<file path="config.mk">
export PLATFORM = sky130hd
export DESIGN_NAME = iirtdf2_cell
export DESIGN_NICKNAME = d
export VERILOG_FILES = /design/src/hw/rtl/iirtdf2_pkg.sv /design/src/hw/rtl/iirtdf2_cell.sv
export SDC_FILE = /design/constraint.sdc
export NUM_CORES = 2
export LEC_CHECK = 0
export BUFFER_PORTS_ARGS = -buffer_cell sky130_fd_sc_hd__buf_2
export CORE_MARGIN = 2
export CORE_UTILIZATION = 45
export CTS_BUF_LIST = sky130_fd_sc_hd__clkbuf_16
export DETAILED_ROUTE_END_ITERATION = 8
export GPL_TIMING_DRIVEN = 0
export SLEW_MARGIN = 20
export SYNTH_ARGS = -nofsm -noshare
export SYNTH_HDL_FRONTEND = slang
export SYNTH_SLANG_ARGS = --single-unit
</file>
<file path="constraint.sdc">
create_clock -name clk_i -period 7 [get_ports clk_i]
set_input_delay 0.35 -clock clk_i [delete_from_list [all_inputs] [get_ports clk_i]]
set_output_delay 0.35 -clock clk_i [all_outputs]
set_load 0.01 [all_outputs]
</file>
<file path="src/hw/rtl/iirtdf2_pkg.sv">
// Shared types and constants for the transposed direct form II IIR filter.
// No dependencies; used by iirtdf2_cell, iir_filter_transposed_df2_core and tb_top.
`timescale 1ns / 1ps

package iirtdf2_pkg;

  localparam int SMP_W   = 16;  // sample width
  localparam int COEF_W  = 18;  // Q3.14 coefficient width
  localparam int DLY_W   = 40;  // delay element width
  localparam int PROD_W  = SMP_W + COEF_W;
  localparam int FRAC_W  = 14;
  localparam int ORD_W   = 2;
  localparam int IDX_W   = 2;
  localparam int CMD_W   = 2;
  localparam int CFG_IDX_W  = 3;
  localparam int CFG_DATA_W = COEF_W;
  localparam int NUM_TAPS   = 3;  // b1..b3 / a1..a3 registers

  localparam logic signed [COEF_W-1:0] B0_RESET = 18'sd16384;

  typedef enum logic [CMD_W-1:0] {
    CMD_FILTER = 2'd0,
    CMD_WRITE  = 2'd1,
    CMD_READ   = 2'd2
  } cmd_e;

  typedef enum logic [CFG_IDX_W-1:0] {
    CFG_ORDER = 3'd0,
    CFG_B0    = 3'd1,
    CFG_B1    = 3'd2,
    CFG_B2    = 3'd3,
    CFG_B3    = 3'd4,
    CFG_A1    = 3'd5,
    CFG_A2    = 3'd6,
    CFG_A3    = 3'd7
  } cfg_idx_e;

  // Per-cell control from the sequencer.
  typedef struct packed {
    logic load;    // register b*x for the coming update
    logic update;  // cell lies inside the order in use: take new state
    logic tail;    // last cell in use: no neighbor term
    logic wr;      // direct state write
  } cell_ctl_t;

endpackage

</file>
<file path="src/hw/rtl/iirtdf2_cell.sv">
// One delay cell of the transposed direct form II chain.
// Depends on iirtdf2_pkg.
`timescale 1ns / 1ps

module iirtdf2_cell (
  input  logic                                     clk_i,
  input  logic                                     rst_ni,
  input  iirtdf2_pkg::cell_ctl_t                   ctl_i,
  input  logic signed [iirtdf2_pkg::COEF_W-1:0]    coef_b_i,
  input  logic signed [iirtdf2_pkg::COEF_W-1:0]    coef_a_i,
  input  logic signed [iirtdf2_pkg::SMP_W-1:0]     x_i,
  input  logic signed [iirtdf2_pkg::SMP_W-1:0]     y_i,
  input  logic signed [iirtdf2_pkg::DLY_W-1:0]     z_next_i,
  input  logic signed [iirtdf2_pkg::DLY_W-1:0]     wr_data_i,
  output logic signed [iirtdf2_pkg::DLY_W-1:0]     z_o,
  output logic                                     clip_o
);

  localparam int SUM_W = iirtdf2_pkg::DLY_W + 2;

  logic signed [iirtdf2_pkg::DLY_W-1:0]  z_q, z_d;
  logic signed [iirtdf2_pkg::PROD_W-1:0] bx_q, bx_d, ay;
  logic signed [SUM_W-1:0]               sum;
  logic                                  ovf;

  assign bx_d = coef_b_i * x_i;
  assign ay   = coef_a_i * y_i;

  always_comb begin
    sum = (ctl_i.tail ? SUM_W'(0) : SUM_W'(z_next_i)) + SUM_W'(bx_q) - SUM_W'(ay);
    ovf = (sum[SUM_W-1:iirtdf2_pkg::DLY_W-1] != {3{sum[SUM_W-1]}});
    z_d = z_q;
    if (ctl_i.wr) begin
      z_d = wr_data_i;
    end else if (ctl_i.update) begin
      if (ovf) begin
        z_d = sum[SUM_W-1] ? {1'b1, {(iirtdf2_pkg::DLY_W-1){1'b0}}}
                           : {1'b0, {(iirtdf2_pkg::DLY_W-1){1'b1}}};
      end else begin
        z_d = sum[iirtdf2_pkg::DLY_W-1:0];
      end
    end
  end

  assign clip_o = ctl_i.update & ovf;
  assign z_o    = z_q;

  always_ff @(posedge clk_i or negedge rst_ni) begin
    if (!rst_ni) begin
      z_q <= '0;
    end else begin
      z_q <= z_d;
    end
  end

  // Product holds between its load and the update.
  always_ff @(posedge clk_i) begin
    if (ctl_i.load) begin
      bx_q <= bx_d;
    end
  end

endmodule

</file>
Yosys cells after proc, flatten, opt, wreduce, memory -nomap -nowiden --
Index checks and enable logic that the tools add are counted.
Storage, ports and cells: bits in registers 74, output and inout bits 41
Cells by class: add/subtract/negate cells 2, multiply operators 2, equal/unequal tests 1, mux-type cells 5, bitwise logic cells 1, reduce and logical (&&, ||, !) cells 1
Operators with widths (number):
- 40-bit two-way mux | 4
- 18-bit by 16-bit multiplier with 34-bit output | 2
- 42-bit by 34-bit adder with 42-bit output | 1
- 42-bit two-way mux | 1
- 42-bit by 34-bit subtractor with 42-bit output | 1
- 2-bit inequality test | 1
- 2-bit nonzero test | 1
- 1-bit AND | 1

Longest topological paths before layout --
depth after elaboration 7, depth in mapped cells 28, depth with buffers taken out 25

Worst setup path before layout --
Ideal clock, no wire load.
path kind input-to-output, start in coef_a_i[17] (netlist name), end out clip_o, data arrival time 7.011 ns, data required time 6.650 ns, slack -0.361 ns, stages 24, cells stage by stage clkbuf_1 > nand2_1 > fa_1 > inv_1 > fa_1 > fa_1 > fa_1 > inv_1 > fa_1 > inv_1 > fa_1 > inv_1 > ha_1 > clkbuf_1 > a21o_1 > a21o_1 > a21oi_1 > mux2i_1 > o211ai_1 > a311oi_1 > o21ba_2 > mux2_4 > buf_4 > nor2_1
Between the ends: longest elaborated chain between the ends 4
Ends and longest elaborated chain:
- from (decl) | RTL line iirtdf2_cell.sv:10 | input logic signed [iirtdf2_pkg::COEF_W-1:0] coef_a_i,
- 18-bit by 16-bit multiplier with 34-bit output | RTL line iirtdf2_cell.sv:27 | assign ay = coef_a_i * y_i;
- 42-bit by 34-bit subtractor with 42-bit output | RTL line iirtdf2_cell.sv:30 | sum = (ctl_i.tail ? SUM_W'(0) : SUM_W'(z_next_i)) + SUM_W'(bx_q) - SUM_W'(ay);
- 2-bit inequality test | RTL line iirtdf2_cell.sv:31 | ovf = (sum[SUM_W-1:iirtdf2_pkg::DLY_W-1] != {3{sum[SUM_W-1]}});
- 1-bit AND | RTL line iirtdf2_cell.sv:45 | assign clip_o = ctl_i.update & ovf;
- to (decl) | RTL line iirtdf2_cell.sv:16 | output logic clip_o
No other way between the ends.

Worst setup path after layout --
start in coef_a_i[13] (netlist name), end out clip_o
The elaborated chain is that of the path after synthesis.

==> results.md <==
- Averaged over all synthesized cells, the footprint is 9.055 sq um.
- Routability-driven placement finished with a final weighted congestion of 0.9289.
- The number of clock buffers inserted by TritonCTS is 9.
- The number of cells on the worst reg-to-reg path is 24.
- The most prevalent standard cell on the critical path is fa_1.
- STA classifies the critical path startpoint as an input pin.
- The post-placement worst setup slack is -1.471 ns.
- The violation count after the first detailed-routing iteration is 892.
- The die covers 65700 sq um.
- The DRC violations left is 0.
- The worst relative slew slack is 41.61%.
- The number of vias per cell is 4.890.
- The post-synthesis net count is 4200.
- The number of pins with negative max-slew slack in the final report came to 0.
- The number of antenna violations at the first check in global routing came to 5.
- The horizontal die dimension is 256.3 um.
- Derived from the worst setup path, the maximum achievable clock frequency is 0.1438 GHz.
- The worst path in the final design needs a cycle of 6.955 ns, including I/O delays and setup.
- The first global-routing pass estimated 120100 um of wire.
- The max-cap violation count is 0.
- The largest individual stage delay along the critical path comes from the cell fa_1.
- The worst endpoint data arrival time is 6.60 ns.
- The clock latency at the later pin of the worst-skew pair is 0.38 ns.
- The critical path endpoint category is a primary output.
- The routed design has 72550 um of wire.
- The class of the tightest hold or removal check is input pin to async pin.
- After synthesis the cells add up to 28650 sq um.
- Dividing the detail-routed wire length by the instance count gives 17.20 um.
- The number of buffers between clock root and the deepest sink is 2.
- The final net count is 4402.
- In this design, the stage delay of the slowest critical-path cell is 0.58 ns.
- Clock-pin slew was measured on the worst setup and hold paths at 0.08 ns.
- The die is 256.3 um tall.
- TritonCTS built the clock tree.
- The start of the worst register-to-register path is bx_q[10].
- Traced cell by cell, the critical path runs through buf_2 -> clkbuf_16 -> nand2_1 -> fa_1 -> inv_1 -> fa_1 -> fa_1 -> inv_1 -> fa_1 -> fa_1 -> inv_1 -> fa_1 -> inv_1 -> ha_1 -> a21oi_2 -> a21boi_2 -> a31oi_4 -> buf_4 -> o2111a_1 -> a311oi_2 -> o21ba_4 -> mux2_4 -> nor2_4 -> buf_6.
- The final number of hold-violating endpoints is 0.
- The number of routed nets with antenna violations is 0.
- Yosys printed 0 warnings.
- The post-synthesis instance total is 3164.
- For this run, the leading register cell type out of synthesis is dfrtp_1.
- The detailed placer's ending HPWL is 65160 um.
- The critical path starts at coef_a_i[13].
- The peak fanout along the critical path is 10.
- The area of the core is 62970 sq um.
- The run finished with clean final reports.
- The post-route clock skew is 0.01634 ns.
- The total track usage is 23.20%.
- Sequential cells were found to cover 7.057% of the synthesized design area.
- At the pin with the least slew margin, the transition time is 0.8759 ns.
- During I/O placement, the number of pins put on the boundary was 195.
- Synthesis instantiated 66 different standard cells from the library.
- Entering global routing, the biggest net connects 41 pins.
- The starting utilization of the core area is 45.50%.
- From synthesis to final layout, the design area changed by 12.30%.
- The worst setup slack after layout is 0.04544 ns.
- The number of filler instances in the final layout is 6035.
- The critical path is of the input pin to primary output type.
- The number of global-route vias before repair is 22478.
- The overflow left after global routing is 0.
- The number of H-tree levels is 3.
- Counting flops with a built-in enable in the synthesized netlist gives 34.
- The clock sink total is 74.
- The data required time at the worst endpoint is 6.65 ns.
- Port buffering added 178 buffers.
- The post-synthesis async set-or-reset flop share is 54.05%.
- The first TritonRoute pass finished after 5 iterations.
- Setup violations remaining at the end of the flow were counted as 0.
- Setup repair after global routing could not meet its margin everywhere.
- The floorplan has 92 rows.
- In the finished design, the share of the clock period the worst path needs comes to 99.35%.
- Detailed routing inserted a total of 20626 vias.
- The post-route netlist has 12.01% of its cells at a drive strength greater than 1.
- The flip-flop and latch count after synthesis is 74.
- CTS placed an instance of clkbuf_16 at the clock tree root.
sequential cells by signal (all words and copies together), names as in the netlist:
name  count
z_o      40
bx_q     34
layout by cell type, fill, tap and decap left out, types with 34 or more instances in the layout:
cell type and n:
fa_1 676, o22ai_1 36, ha_1 166, and2_1 217, edfxtp_1 34, buf_2 169
dfrtp_1 40, nand2_1 400, inv_1 884, buf_4 42, nor2_1 37, xnor2_1 59
a21oi_1 92, o21ai_0 46, nand2b_1 53
cells in the mapped netlist (all sizes together) (5+ instances only):
| cell type | instances | area share, % |
|---|---|---|
| a21o | 20 | 0.52 |
| a21oi | 109 | 1.9 |
| a31oi | 11 | 0.24 |
| and2 | 218 | 4.8 |
| and3 | 5 | 0.11 |
| and4 | 7 | 0.21 |
| buf | 6 | 0.22 |
| clkbuf | 104 | 1.4 |
| dfrtp | 40 | 3.5 |
| edfxtp | 34 | 3.6 |
| fa | 691 | 48 |
| ha | 191 | 8.3 |
| inv | 890 | 12 |
| nand2 | 411 | 5.4 |
| nand2b | 53 | 1.2 |
| nand3 | 13 | 0.23 |
| nand4 | 7 | 0.17 |
| nor2 | 42 | 0.55 |
| nor2b | 34 | 0.77 |
| nor3 | 12 | 0.25 |
| o211ai | 14 | 0.38 |
| o21a | 11 | 0.29 |
| o21ai | 55 | 0.96 |
| o21bai | 13 | 0.34 |
| o22ai | 36 | 0.79 |
| or2 | 8 | 0.17 |
| xnor2 | 59 | 1.8 |
| xor2 | 18 | 0.55 |
final cells by class:
| cell class | count | area, sq um | area share [%] |
|---|---|---|---|
| Sequential cell | 74 | 2022 | 6.284 |
| Inverter | 892 | 3356 | 10.43 |
| Buffer | 86 | 713.2 | 2.217 |
| Antenna cell | 1 | 2.502 | 0.007777 |
| Clock buffer | 11 | 275.3 | 0.8555 |
| Multi-Input combinational cell | 2088 | 23450 | 72.87 |
| Tap cell | 846 | 1059 | 3.290 |
| Timing Repair Buffer | 215 | 1261 | 3.920 |
| Clock inverter | 5 | 41.29 | 0.1283 |
routing by layer:
| metal | up-vias | track usage [%] | routed length (um) |
|---|---|---|---|
| li1 | 9654 | - | - |
| met5 | - | 0 | 54 |
| met3 | 103 | 3.638 | 4058 |
| met4 | 10 | 5.718 | 1633 |
| met1 | 10317 | 30.95 | 32080 |
| met2 | 542 | 39.63 | 34730 |
stage by stage:
stage                     util, %  area [sq um]  hold slack, ns  TNS, ns  std cells
after floorplan                 -         28700         0.05441        0       3164
after global placement      48.67         30650          0.4859   -46.45       4188
after detailed placement    48.67         30650          0.4904   -51.16       4188
after CTS                   50.49         31790         0.09342        0       4201
after global routing        51.10         32170          0.1592  -0.4646       4217
final                       51.10         32180         0.06871        0       4218
critical path, delay by kind of cell:
kind	cells	cell delay (ns)
multiplexers	1	0.30
AND/OR/NAND/NOR	2	0.19
AO/OA/AOI/OAI	6	1.38
buffers and inverters	8	0.90
adder cells (fa/ha/maj)	7	3.45
worst paths after layout:
kind                            endpoint  slack [ns]
worst max-delay path              clip_o        0.05
worst min-delay path              z_o[4]        0.07
worst max register to register   z_o[35]        0.34
worst min register to register   z_o[36]        0.50
max in group asynchronous        z_o[38]        6.38
min in group clk_i               z_o[39]        0.19
logic make-up after synthesis:
| kind of cell | synth area share (%) |
|---|---|
| buffers and inverters | 13.27 |
| flip-flops | 7.057 |
| multiplexers | 0.1572 |
| AO/OA/AOI/OAI | 6.406 |
| AND/OR/NAND/NOR | 14.13 |
| adder cells (fa/ha/maj) | 56.62 |
| XOR/XNOR | 2.354 |
timing repair:
action,CTS,global route
setup endpoints to repair,46,38
hold buffers,0,0
cloned,0,2
pin swaps,27,34
resized for setup,188,72
buffers inserted,18,17
Power is not shown: default switching activity piles up to over one toggle a cycle in this logic, so the estimate is an artifact.
